File: config.mk
export PLATFORM = sky130hd
export DESIGN_NAME = allocation_bitmap_find_first_core
export DESIGN_NICKNAME = d
export VERILOG_FILES = /design/src/rtl/core/abff_pkg.sv /design/src/rtl/core/allocation_bitmap_find_first_core.sv /design/src/rtl/core/abff_prio_enc.sv /design/src/rtl/core/abff_bitmap_mem.sv
export SDC_FILE = /design/constraint.sdc
export NUM_CORES = 2
export LEC_CHECK = 0
export ABC_AREA = 0
export ABC_CLOCK_PERIOD_IN_PS = 8660
export BUFFER_PORTS_ARGS = -buffer_cell sky130_fd_sc_hd__buf_2
export CAP_MARGIN = 20
export CELL_PAD_IN_SITES_DETAIL_PLACEMENT = 2
export CELL_PAD_IN_SITES_GLOBAL_PLACEMENT = 2
export CORE_ASPECT_RATIO = 1.4
export CORE_MARGIN = 3
export CORE_UTILIZATION = 38
export CTS_CLUSTER_DIAMETER = 200
export DETAILED_ROUTE_END_ITERATION = 7
export PLACE_DENSITY = 0.8
export SLEW_MARGIN = 30
export SYNTH_ARGS = -nofsm -noshare
export SYNTH_HDL_FRONTEND = slang
export SYNTH_SLANG_ARGS = --single-unit
File: constraint.sdc
create_clock -name aclk -period 8.66 [get_ports aclk]
set_input_delay 1.732 -clock aclk [delete_from_list [all_inputs] [get_ports aclk]]
set_output_delay 1.732 -clock aclk [all_outputs]
set_load 0.02 [all_outputs]
File: src/rtl/core/abff_pkg.sv
// Shared types and constants for the allocation bitmap find-first block.
package abff_pkg;

    localparam int OPCODE_W = 3;
    localparam int INDEX_W  = 10;
    localparam int LIMIT_W  = 11;

    localparam int DEF_WORD_BITS = 64;
    localparam int DEF_WORDS     = 16;

    localparam logic [LIMIT_W-1:0] BITS_IN_USE_RESET = 11'd1024;
    // not-found index reads limit plus this offset
    localparam logic [LIMIT_W-1:0] NONE_OFFSET = 11'd2;

    localparam logic [OPCODE_W-1:0] OP_TEST    = 3'd0;
    localparam logic [OPCODE_W-1:0] OP_SET     = 3'd1;
    localparam logic [OPCODE_W-1:0] OP_CLR     = 3'd2;
    localparam logic [OPCODE_W-1:0] OP_SET_ALL = 3'd3;
    localparam logic [OPCODE_W-1:0] OP_CLR_ALL = 3'd4;

    typedef struct packed {
        logic [OPCODE_W-1:0] opcode;
        logic [INDEX_W-1:0]  bit_index;
    } in_t;

    typedef struct packed {
        logic               bit_value;
        logic               index_error;
        logic               all_set;
        logic               all_clear;
        logic [LIMIT_W-1:0] first_set_index;
        logic               first_set_found;
        logic [LIMIT_W-1:0] first_clear_index;
        logic               first_clear_found;
    } out_t;

endpackage

File: src/rtl/core/allocation_bitmap_find_first_core.sv
// Allocation bitmap with find-first-set / find-first-clear, top level.
//
//  channel   ports                      dir   payload
//  request   s_valid s_ready s_data     in    abff_pkg::in_t  (opcode, bit_index)
//  result    m_valid m_ready m_data     out   abff_pkg::out_t (flags, indices)
//  config    cfg_we cfg_wdata           in    bits_in_use, 11 bits
//
//  Each request passes from accept through the modify, search and encode states; a
//  new request is taken only in idle or encode, not during modify or search, as set
//  by the single read-modify-write of the word store and the search read after it.
//  Reset clears per-word live/full/nonzero flags at once; store contents are not swept.
//  A result waiting on m_ready stalls the next request in its search step.
module allocation_bitmap_find_first_core #(
    parameter int WORD_BITS = abff_pkg::DEF_WORD_BITS,
    parameter int WORDS     = abff_pkg::DEF_WORDS
) (
    input  logic                        aclk,
    input  logic                        aresetn,
    input  logic                        cfg_we,
    input  logic [abff_pkg::LIMIT_W-1:0] cfg_wdata,
    input  logic                        s_valid,
    output logic                        s_ready,
    input  abff_pkg::in_t               s_data,
    output logic                        m_valid,
    input  logic                        m_ready,
    output abff_pkg::out_t              m_data
);

    localparam int LW    = abff_pkg::LIMIT_W;
    localparam int AW    = (WORDS > 1) ? $clog2(WORDS) : 1;
    localparam int BW    = $clog2(WORD_BITS);
    localparam int UWW   = $clog2(WORDS + 1);
    localparam int CAP   = WORDS * WORD_BITS;
    localparam int RSH   = 16;
    localparam int RECIP = (1 << RSH) / WORD_BITS;

    localparam logic [LW-1:0]        WB_C  = LW'(WORD_BITS);
    localparam logic [15:0]          WB16  = 16'(WORD_BITS);
    localparam logic [WORD_BITS-1:0] ONES  = '1;
    localparam logic [WORD_BITS-1:0] BIT0  = WORD_BITS'(1);

    typedef enum logic [3:0] {
        ST_IDLE   = 4'b0001,
        ST_MODIFY = 4'b0010,
        ST_SEARCH = 4'b0100,
        ST_ENCODE = 4'b1000
    } state_t;

    // quotient by WORD_BITS via reciprocal multiply and one correction
    function automatic logic [LW-1:0] div_wb(input logic [LW-1:0] x);
        logic [LW+RSH-1:0] prod;
        logic [LW-1:0]     q;
        logic [LW-1:0]     rem;
        prod = (LW+RSH)'(x) * (LW+RSH)'(RECIP);
        q    = prod[LW+RSH-1:RSH];
        rem  = x - q * WB_C;
        if (rem >= WB_C) begin
            q = q + 1'b1;
        end
        return q;
    endfunction

    state_t state_reg, state_next;

    logic [LW-1:0]             bits_in_use_reg;
    logic [abff_pkg::OPCODE_W-1:0] op_reg;
    logic [abff_pkg::INDEX_W-1:0]  idx_reg;
    logic [AW-1:0]             word_reg;
    logic [BW-1:0]             pos_reg;
    logic [WORDS-1:0]          live_reg, full_reg, nz_reg;
    logic [UWW-1:0]            uw_reg;
    logic [BW-1:0]             rem_reg;
    logic                      rem_nz_reg;
    logic                      bv_reg, err_reg;
    logic [AW-1:0]             sw_reg, cw_reg;
    logic                      s_any_reg, c_any_reg;
    logic                      m_valid_reg;
    abff_pkg::out_t            m_data_reg;

    // limit and its word split
    logic [LW-1:0] n_lim, lim_q, lim_r;
    always_comb begin
        n_lim = (int'(bits_in_use_reg) > CAP) ? LW'(CAP) : bits_in_use_reg;
        lim_q = div_wb(n_lim);
        lim_r = n_lim - lim_q * WB_C;
    end

    // accept-side address split
    logic          acc;
    logic [LW-1:0] acc_q, acc_r;
    assign s_ready = (state_reg == ST_IDLE) || (state_reg == ST_ENCODE);
    assign acc     = s_valid && s_ready;
    always_comb begin
        acc_q = div_wb(LW'(s_data.bit_index));
        acc_r = LW'(s_data.bit_index) - acc_q * WB_C;
    end

    // memory
    logic                 mem_we;
    logic [WORD_BITS-1:0] mem_wdata;
    logic [AW-1:0]        raddr_a, raddr_b;
    logic [WORD_BITS-1:0] rd_a, rd_b;

    abff_bitmap_mem #(
        .WORD_BITS(WORD_BITS),
        .WORDS    (WORDS)
    ) u_mem (
        .aclk   (aclk),
        .we     (mem_we),
        .waddr  (word_reg),
        .wdata  (mem_wdata),
        .raddr_a(raddr_a),
        .rdata_a(rd_a),
        .raddr_b(raddr_b),
        .rdata_b(rd_b)
    );

    // modify step
    logic [WORD_BITS-1:0] cur_word, bit_mask, set_word, clr_word;
    logic                 err, bitop, bv_next;
    always_comb begin
        // words not live since a whole-map op read as their fill value
        cur_word = live_reg[word_reg] ? rd_a : (full_reg[word_reg] ? ONES : '0);
        bit_mask = BIT0 << pos_reg;
        set_word = cur_word | bit_mask;
        clr_word = cur_word & ~bit_mask;
        bitop    = (op_reg != abff_pkg::OP_SET_ALL) && (op_reg != abff_pkg::OP_CLR_ALL);
        err      = bitop && (LW'(idx_reg) >= n_lim);
        mem_we   = 1'b0;
        mem_wdata = clr_word;
        bv_next  = 1'b0;
        case (op_reg)
            abff_pkg::OP_SET_ALL: bv_next = 1'b0;
            abff_pkg::OP_CLR_ALL: bv_next = 1'b0;
            abff_pkg::OP_SET: begin
                mem_we    = (state_reg == ST_MODIFY) && !err;
                mem_wdata = set_word;
                bv_next   = !err;
            end
            abff_pkg::OP_CLR: begin
                mem_we    = (state_reg == ST_MODIFY) && !err;
                mem_wdata = clr_word;
                bv_next   = 1'b0;
            end
            default: bv_next = !err && cur_word[pos_reg];
        endcase
    end

    // search step: pick words from the summary flags
    logic [WORDS-1:0] in_use, cand_set, cand_clr;
    logic [AW-1:0]    sw_c, cw_c;
    logic             s_any_c, c_any_c, stall;
    always_comb begin
        for (int w = 0; w < WORDS; w++) begin
            in_use[w] = (UWW'(w) < uw_reg);
        end
        cand_set = nz_reg & in_use;
        cand_clr = ~full_reg & in_use;
    end

    abff_prio_enc #(.WIDTH(WORDS)) u_word_set (
        .vec(cand_set), .found(s_any_c), .idx(sw_c)
    );
    abff_prio_enc #(.WIDTH(WORDS)) u_word_clr (
        .vec(cand_clr), .found(c_any_c), .idx(cw_c)
    );

    assign stall   = m_valid_reg && !m_ready;
    assign raddr_a = (state_reg == ST_SEARCH) ? sw_c : acc_q[AW-1:0];
    assign raddr_b = cw_c;

    // encode step: bit search within the chosen words
    logic [WORD_BITS-1:0] d_set, d_clr, lmask_set, lmask_clr, v_set, v_clr;
    logic [BW-1:0]        p_set, p_clr;
    logic                 h_set, h_clr, set_found, clr_found;
    logic [15:0]          set_full_idx, clr_full_idx;
    logic [LW-1:0]        none_idx;
    abff_pkg::out_t       res;

    always_comb begin
        d_set = live_reg[sw_reg] ? rd_a : (full_reg[sw_reg] ? ONES : '0);
        d_clr = live_reg[cw_reg] ? rd_b : (full_reg[cw_reg] ? ONES : '0);
        // partial last word: drop bits at or above the limit
        lmask_set = (rem_nz_reg && (UWW'(sw_reg) == uw_reg - 1'b1)) ? ~(ONES << rem_reg) : ONES;
        lmask_clr = (rem_nz_reg && (UWW'(cw_reg) == uw_reg - 1'b1)) ? ~(ONES << rem_reg) : ONES;
        v_set = d_set & lmask_set;
        v_clr = ~d_clr & lmask_clr;
    end

    abff_prio_enc #(.WIDTH(WORD_BITS)) u_bit_set (
        .vec(v_set), .found(h_set), .idx(p_set)
    );
    abff_prio_enc #(.WIDTH(WORD_BITS)) u_bit_clr (
        .vec(v_clr), .found(h_clr), .idx(p_clr)
    );

    always_comb begin
        set_found    = s_any_reg && h_set;
        clr_found    = c_any_reg && h_clr;
        set_full_idx = 16'(sw_reg) * WB16 + 16'(p_set);
        clr_full_idx = 16'(cw_reg) * WB16 + 16'(p_clr);
        none_idx     = n_lim + abff_pkg::NONE_OFFSET;
        res.bit_value         = bv_reg;
        res.index_error       = err_reg;
        res.all_set           = !clr_found;
        res.all_clear         = !set_found;
        res.first_set_index   = set_found ? set_full_idx[LW-1:0] : none_idx;
        res.first_set_found   = set_found;
        res.first_clear_index = clr_found ? clr_full_idx[LW-1:0] : none_idx;
        res.first_clear_found = clr_found;
    end

    // control
    always_comb begin
        state_next = state_reg;
        case (state_reg)
            ST_IDLE:   state_next = acc ? ST_MODIFY : ST_IDLE;
            ST_MODIFY: state_next = ST_SEARCH;
            ST_SEARCH: state_next = stall ? ST_SEARCH : ST_ENCODE;
            ST_ENCODE: state_next = acc ? ST_MODIFY : ST_IDLE;
            default:   state_next = ST_IDLE;
        endcase
    end

    always_ff @(posedge aclk) begin
        if (!aresetn) begin
            state_reg       <= ST_IDLE;
            bits_in_use_reg <= abff_pkg::BITS_IN_USE_RESET;
            live_reg        <= '0;
            full_reg        <= '0;
            nz_reg          <= '0;
            m_valid_reg     <= 1'b0;
        end else begin
            state_reg <= state_next;
            if (cfg_we) begin
                bits_in_use_reg <= cfg_wdata;
            end
            if (state_reg == ST_MODIFY) begin
                case (op_reg)
                    abff_pkg::OP_SET_ALL: begin
                        live_reg <= '0;
                        full_reg <= '1;
                        nz_reg   <= '1;
                    end
                    abff_pkg::OP_CLR_ALL: begin
                        live_reg <= '0;
                        full_reg <= '0;
                        nz_reg   <= '0;
                    end
                    default: begin
                        if (mem_we) begin
                            live_reg[word_reg] <= 1'b1;
                            full_reg[word_reg] <= &mem_wdata;
                            nz_reg[word_reg]   <= |mem_wdata;
                        end
                    end
                endcase
            end
            if (state_reg == ST_ENCODE) begin
                m_valid_reg <= 1'b1;
            end else if (m_ready) begin
                m_valid_reg <= 1'b0;
            end
        end
    end

    // datapath registers
    always_ff @(posedge aclk) begin
        uw_reg     <= lim_q[UWW-1:0] + UWW'(lim_r != '0);
        rem_reg    <= lim_r[BW-1:0];
        rem_nz_reg <= (lim_r != '0);
        if (acc) begin
            op_reg   <= s_data.opcode;
            idx_reg  <= s_data.bit_index;
            word_reg <= acc_q[AW-1:0];
            pos_reg  <= acc_r[BW-1:0];
        end
        if (state_reg == ST_MODIFY) begin
            bv_reg  <= bv_next;
            err_reg <= err;
        end
        if ((state_reg == ST_SEARCH) && !stall) begin
            sw_reg    <= sw_c;
            cw_reg    <= cw_c;
            s_any_reg <= s_any_c;
            c_any_reg <= c_any_c;
        end
        if (state_reg == ST_ENCODE) begin
            m_data_reg <= res;
        end
    end

    assign m_valid = m_valid_reg;
    assign m_data  = m_data_reg;

    // checks
    a_req_sequence: assert property (@(posedge aclk) disable iff (!aresetn)
        (s_valid && s_ready) |=> (state_reg == ST_MODIFY) ##1 (state_reg == ST_SEARCH))
        else $error("request did not move through modify and search");

    a_set_in_range: assert property (@(posedge aclk) disable iff (!aresetn)
        (m_valid && m_data.first_set_found) |-> (m_data.first_set_index < n_lim))
        else $error("first set index at or above limit");

    a_clr_in_range: assert property (@(posedge aclk) disable iff (!aresetn)
        (m_valid && m_data.first_clear_found) |-> (m_data.first_clear_index < n_lim))
        else $error("first clear index at or above limit");

    a_set_clr_differ: assert property (@(posedge aclk) disable iff (!aresetn)
        (m_valid && m_data.first_set_found && m_data.first_clear_found)
            |-> (m_data.first_set_index != m_data.first_clear_index))
        else $error("same bit reported set and clear");

endmodule

File: src/rtl/core/abff_prio_enc.sv
// Lowest-set-bit priority encoder.
module abff_prio_enc #(
    parameter int WIDTH = abff_pkg::DEF_WORD_BITS
) (
    input  logic [WIDTH-1:0]                           vec,
    output logic                                       found,
    output logic [(WIDTH > 1 ? $clog2(WIDTH) : 1)-1:0] idx
);

    localparam int IW = (WIDTH > 1) ? $clog2(WIDTH) : 1;

    always_comb begin
        idx = '0;
        for (int i = WIDTH - 1; i >= 0; i--) begin
            if (vec[i]) begin
                idx = IW'(i);
            end
        end
        found = |vec;
    end

endmodule

File: src/rtl/core/abff_bitmap_mem.sv
// Bitmap word store: one write port, two registered read ports.
module abff_bitmap_mem #(
    parameter int WORD_BITS = abff_pkg::DEF_WORD_BITS,
    parameter int WORDS     = abff_pkg::DEF_WORDS
) (
    input  logic                                       aclk,
    input  logic                                       we,
    input  logic [(WORDS > 1 ? $clog2(WORDS) : 1)-1:0] waddr,
    input  logic [WORD_BITS-1:0]                       wdata,
    input  logic [(WORDS > 1 ? $clog2(WORDS) : 1)-1:0] raddr_a,
    output logic [WORD_BITS-1:0]                       rdata_a,
    input  logic [(WORDS > 1 ? $clog2(WORDS) : 1)-1:0] raddr_b,
    output logic [WORD_BITS-1:0]                       rdata_b
);

    logic [WORD_BITS-1:0] mem [WORDS];

    always_ff @(posedge aclk) begin
        if (we) begin
            mem[waddr] <= wdata;
        end
        rdata_a <= mem[raddr_a];
        rdata_b <= mem[raddr_b];
    end

endmodule
---- Word level (Yosys, flattened, before mapping) ----
Memories as Yosys holds them, arrays and structs flattened. A register that Yosys moved wholly into a read port is not among the register bits.
Index checks and enable logic that the tools add are counted.
storage, ports and cells
  logic and storage cells ................. 331
  RAM bits ................................ 1024
  memories kept ........................... 1
  register bits ........................... 139
memories
  memory     depth  width  read ports  clocked after memory_dff  write ports  RTL line               source
  u_mem.mem  16     64     2           2                         1            abff_bitmap_mem.sv:16  logic [WORD_BITS-1:0] mem [WORDS];
cells by class
  shifts and indexed selects .............. 2
  equality and inequality tests ........... 12
  order comparisons ....................... 25
  reduce and logical (&&, ||, !) cells .... 34
  $add $sub $neg .......................... 11
  bitwise operators ....................... 11
  multiplexer cells ....................... 208
operators by type and width
  kind                                                                                  count
  6-bit 2-to-1 mux                                                                      128
  64-bit 2-to-1 mux                                                                     9
  64-bit AND                                                                            3
  64-bit NOT                                                                            3
  64-bit OR reduction                                                                   3
  4-bit 2-to-1 mux                                                                      35
  16-bit 2-to-1 mux                                                                     4
  64-bit OR                                                                             1
  16-bit one-hot mux with 2 select lines                                                2
  64-bit AND reduction                                                                  1
  1-bit by 6-bit left shift with 64-bit output, first input constant                    1
  64-bit by 6-bit left shift with 64-bit output, first input constant                   1
  4-bit by 5-bit < comparator with 1-bit output, first input constant                   8
  11-bit 2-to-1 mux                                                                     3
  16-bit AND                                                                            2
  16-bit bitwise mux                                                                    2
  16-bit OR reduction                                                                   2
  1-bit binary-select mux with 4-bit select                                             6
  10-bit by 6-bit adder with 11-bit output                                              2
  11-bit by 7-bit greater-or-equal comparator with 1-bit output, second input constant  2
  11-bit subtractor                                                                     2
  3-bit by 5-bit < comparator with 1-bit output, first input constant                   4
  16-bit NOT                                                                            1
  16-bit OR                                                                             1
  40 further kinds                                                                      77

---- Longest topological paths before layout ----
  word-level depth ........................ 72
  mapped depth ............................ 21
  depth with buffers taken out ............ 16

---- By module ----
Synthesis repeated with hierarchy kept, for this count alone.
second synthesis, totals
  cell total of the unflattened synthesis .. 4434
  area, all modules ....................... 64277.9 um^2
by module, submodules not included
  module                             instances  cells an instance  area an instance (um^2)  sequential area each (um^2)
  abff_bitmap_mem                    1          2247               48278.8                  33311.9
  allocation_bitmap_find_first_core  1          1829               13872.1                  3113.0
  abff_prio_enc (u_bit_clr ...)      2          145                887.1                    0.0
  abff_prio_enc (u_word_clr ...)     2          34                 176.4                    0.0

---- Least setup slack after synthesis ----
OpenSTA, ideal clock, no wires.
  path kind ............................... register to register
  start point ............................. register bits_in_use_reg[4]
  end point ............................... memory u_mem.mem[12][0] in the netlist's numbering, enable pin
  clock period less this slack ............ 6.323 ns
  stages on the path, launching flop included .. 17
  data arrival time ....................... 5.837 ns
  required time ........................... 8.174 ns
  path buffers ............................ 3
  setup slack ............................. 2.337 ns
  cell sequence ........................... dfxtp_1 clkbuf_1 nor4_1 a31oi_1 nand2b_1 ha_1 o21a_1 o21a_1 o21a_1 o21a_1 o21ai_0 a21oi_1 o31ai_1 nand4_1 clkbuf_1 buf_1 nor2_1
on the way
  cells in the longest elaborated chain, start to end .. 9
RTL lines
  item                                                                RTL line                                                                            source
  start, declared                                                     allocation_bitmap_find_first_core.sv:65                                             logic [LW-1:0] bits_in_use_reg;
  start signal, assigned                                              allocation_bitmap_find_first_core.sv:228                                            bits_in_use_reg <= abff_pkg::BITS_IN_USE_RESET;
  start signal, assigned                                              allocation_bitmap_find_first_core.sv:236                                            bits_in_use_reg <= cfg_wdata;
  11-bit greater-than comparator                                      allocation_bitmap_find_first_core.sv:83                                             n_lim = (int'(bits_in_use_reg) > CAP) ? LW'(CAP) : bits_in_use_reg;
  11-bit 2-to-1 mux (*)                                               allocation_bitmap_find_first_core.sv:83
  10-bit by 11-bit greater-or-equal comparator with 1-bit output (*)  allocation_bitmap_find_first_core.sv:128                                            err = bitop && (LW'(idx_reg) >= n_lim);
  1-bit logical AND (*)                                               allocation_bitmap_find_first_core.sv:128
  1-bit logical NOT (*)                                               allocation_bitmap_find_first_core.sv:136, allocation_bitmap_find_first_core.sv:141
  1-bit logical AND (*)                                               allocation_bitmap_find_first_core.sv:136, allocation_bitmap_find_first_core.sv:141
  1-bit 2-to-1 mux (*)                                                -
  1-bit 2-to-1 mux (*)                                                abff_bitmap_mem.sv:19                                                               if (we) begin
  1-bit 2-to-1 mux (not written as such) (*)                          abff_bitmap_mem.sv:20                                                               mem[waddr] <= wdata;
  end, declared                                                       abff_bitmap_mem.sv:16
Mark *: on every way between the ends. The rest lies on a longest branch, timed or not.

==> results.toml <==
[placement]
place.port_buffers = 58
detailed_place_hpwl_mm = 174
preCtsSetupSlack_ns = 2.67
dpl-instance-area_mm2 = 0.0679
routabilityCongestion = 0.976

[yosys]
post_synth_net_total = 6264
synthesis.area_per_instance_um2 = 10.5
synth-main-ff-cell = "sky130_fd_sc_hd__edfxtp_1"
synth-warning-count = 0
synth_enable_flop_cells = 1077
synth_cells = 6220
synth_async_sr_flop_share = 0
synth_sequential_area_ratio = 0.560
synthesized_flop_and_latch_total = 1281
yosys.cell_types.count = 83
post_synth_instance_area_mm2 = 0.0651

[critical_path]
end_kind = "register"
crit_path_start_kind = "register"
critPathLaunch = "idx_reg[7]"
worstReg2RegStart = "idx_reg[7]"
critPathMaxFanout = 67
timing.setup.critical_path_class = "register to register"
setup.reg_to_reg.worst_slack_ns = 2.40
critical_path_arrival_ns = 6.92
critical_path_required_ns = 9.32

[die]
dieHeight_um = 496
pin_count = 59
floorplan.die.width_um = 356
floorplan.die_area_mm2 = 0.176
core_region_area_mm2 = 0.170
floorplan.initialDensity = 0.383
placementRows = 179

[clocking]
cts.repair_timing.setup_buffer_count = 0
cts.sinks = 1281
cts_inserted_buffers = 132
clkTransAtPathRegs_ns = 0.06
clock_insertion_delay_worst_skew_ns = 0.81
post_cts_resized = 0
cts_buffer_depth = 3
cts-hold-fix-buffers = 0
tritoncts = "yes"
ctsRootBufferMaster = "sky130_fd_sc_hd__clkbuf_16"
h_tree_depth = 4

[final_layout]
final_common_cell = "sky130_fd_sc_hd__nand2_1"
max_flop_register = "u_mem.mem"
area_growth_pct = 11.6
final_layout_size_suffix_gt1_frac = 0.0924
finish.net_count = 6073
layout.cell_area.non_filler_mm2 = 0.0727
reg.largest.list = "u_mem.mem (1024), u_mem.rdata_a (64), u_mem.rdata_b (64)"
final_cell_mix = "sky130_fd_sc_hd__nand2_1 (1,208), sky130_fd_sc_hd__edfxtp_1 (1,077), sky130_fd_sc_hd__a21oi_1 (465), sky130_fd_sc_hd__a211oi_1 (333), sky130_fd_sc_hd__and2_1 (279)"
post-route-util = 0.427
largest_register_ffs = 1024

[sta]
slew_headroom = 0.272
timing.final.crit_share = 0.722
finalSetupTns_ns = 0
hold_ws_ns = 0.499
grt_setup_unrepaired = "false"
setup_slack_ns = 2.40
finalSetupViolations = 0
maxClockFrequency_mhz = 160
finalClockSkew_ns = 0.0331
hold_violations = 0
tightest_slew_ns = 1.09
layout_min_cycle_time_ns = 6.26
max_slew_violation_count = 0

[grt]
antenna_found_initial = 7
via_count_of_the_first_global_routing_pass = 61100
grt_start_max_net_pins = 203
gr-usage-all-layers = 0.326
grt_first_pass_wirelength_mm = 426
gr-total-overflow = 0

[hold_path]
timing.hold.worst.start = "err_reg"
holdCritPathClass = "register to register"

[power]
worst_ir_drop_vdd_v = 0.000193
cell_area_power_density_mw_per_mm2 = 197
leakage_nw = 24.7

[routing]
drt-pass1-iter-count = 6
via_per_inst = 6.76
route.detailed.wl_per_inst_um = 35.2
finalWirelength_mm = 296
dr_total_vias = 56900
drt.antenna.violating_nets = 0
first_iter_violations = 6039
residual_drc = 0

[outcome]
run_status = "finished, final reports clean"

[job]
drv_cap = 0
-- worst paths after layout --
path	depth (start not counted)	endpoint
max	11	register
min reg2reg	0	m_data[26]
min	0	m_data[26]
max reg2reg	11	register
-- routing by layer --
metal / global-route usage / up-vias / share of wire
met3: 0.0517 / 1028 / 0.068
met5: 0 / - / 0.00020
met1: 0.377 / 29600 / 0.37
met4: 0.228 / 8 / 0.079
met2: 0.551 / 2885 / 0.48
li1: - / 23400 / -
-- cell families after synthesis --
family / synth area share
AO/OA/AOI/OAI: 0.191
multiplexers: 0.0520
adder cells (fa/ha/maj): 0.00288
XOR/XNOR: 0.00310
AND/OR/NAND/NOR: 0.157
flip-flops: 0.560
buffers and inverters: 0.0352
-- final cells by class --
cell class                 count  area, µm²
clock buffer                 176       3730
multi-input combinational   4356      26700
fill                       17300      97300
timing repair buffer         218       1910
sequential                  1281      36400
inverter                      40        165
antenna                        6       15.0
tap                         2262       2830
clock inverter                68        833
-- worst max-delay path, stage by stage (launching register included) --
cell                       delay (ns)
sky130_fd_sc_hd__edfxtp_1        0.93
sky130_fd_sc_hd__mux4_2          0.41
sky130_fd_sc_hd__mux4_4          0.68
sky130_fd_sc_hd__buf_4           0.38
sky130_fd_sc_hd__a221oi_1        0.44
sky130_fd_sc_hd__a31oi_1         0.09
sky130_fd_sc_hd__buf_4           0.25
sky130_fd_sc_hd__nor4_1          0.67
sky130_fd_sc_hd__nand4_1         0.55
sky130_fd_sc_hd__or4_1           1.11
sky130_fd_sc_hd__a31oi_1         0.38
sky130_fd_sc_hd__a21oi_1         0.10
-- stage by stage --
stage / std cells / total power, mW
floorplan: 6220 / 7.62
global placement: 8151 / 8.11
detailed placement: 8152 / 8.16
CTS: 8396 / 14.3
global route: 8402 / 14.6
finish: 8407 / 14.3
-- Yosys cell counts (all sizes together) (14+ instances only) --
cell type / n / area (µm²)
a211oi: 333 / 2500
nor2: 210 / 791
mux4: 45 / 1020
a32oi: 65 / 569
nor4: 27 / 169
a311oi: 258 / 2260
o21a: 19 / 143
nand2: 1211 / 4550
a21o: 14 / 105
nand3: 174 / 871
or2: 17 / 106
a22oi: 17 / 128
nand2b: 30 / 188
mux2i: 224 / 2240
nor3: 46 / 230
and2: 280 / 1750
edfxtp: 1077 / 32300
dfxtp: 204 / 4080
o22ai: 34 / 213
a21oi: 466 / 2330
ha: 15 / 188
a221oi: 62 / 581
nor2b: 37 / 234
inv: 39 / 146
o21ai: 156 / 781
nand4: 31 / 194
a31oi: 215 / 1350
o221ai: 70 / 613
clkbuf: 466 / 1750
buf: 77 / 393
and3: 140 / 876
-- where the power goes --
part / internal [mW] / total, mW / switching (mW)
clock: 3.54 / 6.19 / 2.65
combinational: 0.347 / 1.22 / 0.871
sequential: 6.70 / 6.87 / 0.168
total: 10.6 / 14.3 / 3.69
Note: power is estimated with default switching activity, not from simulation.
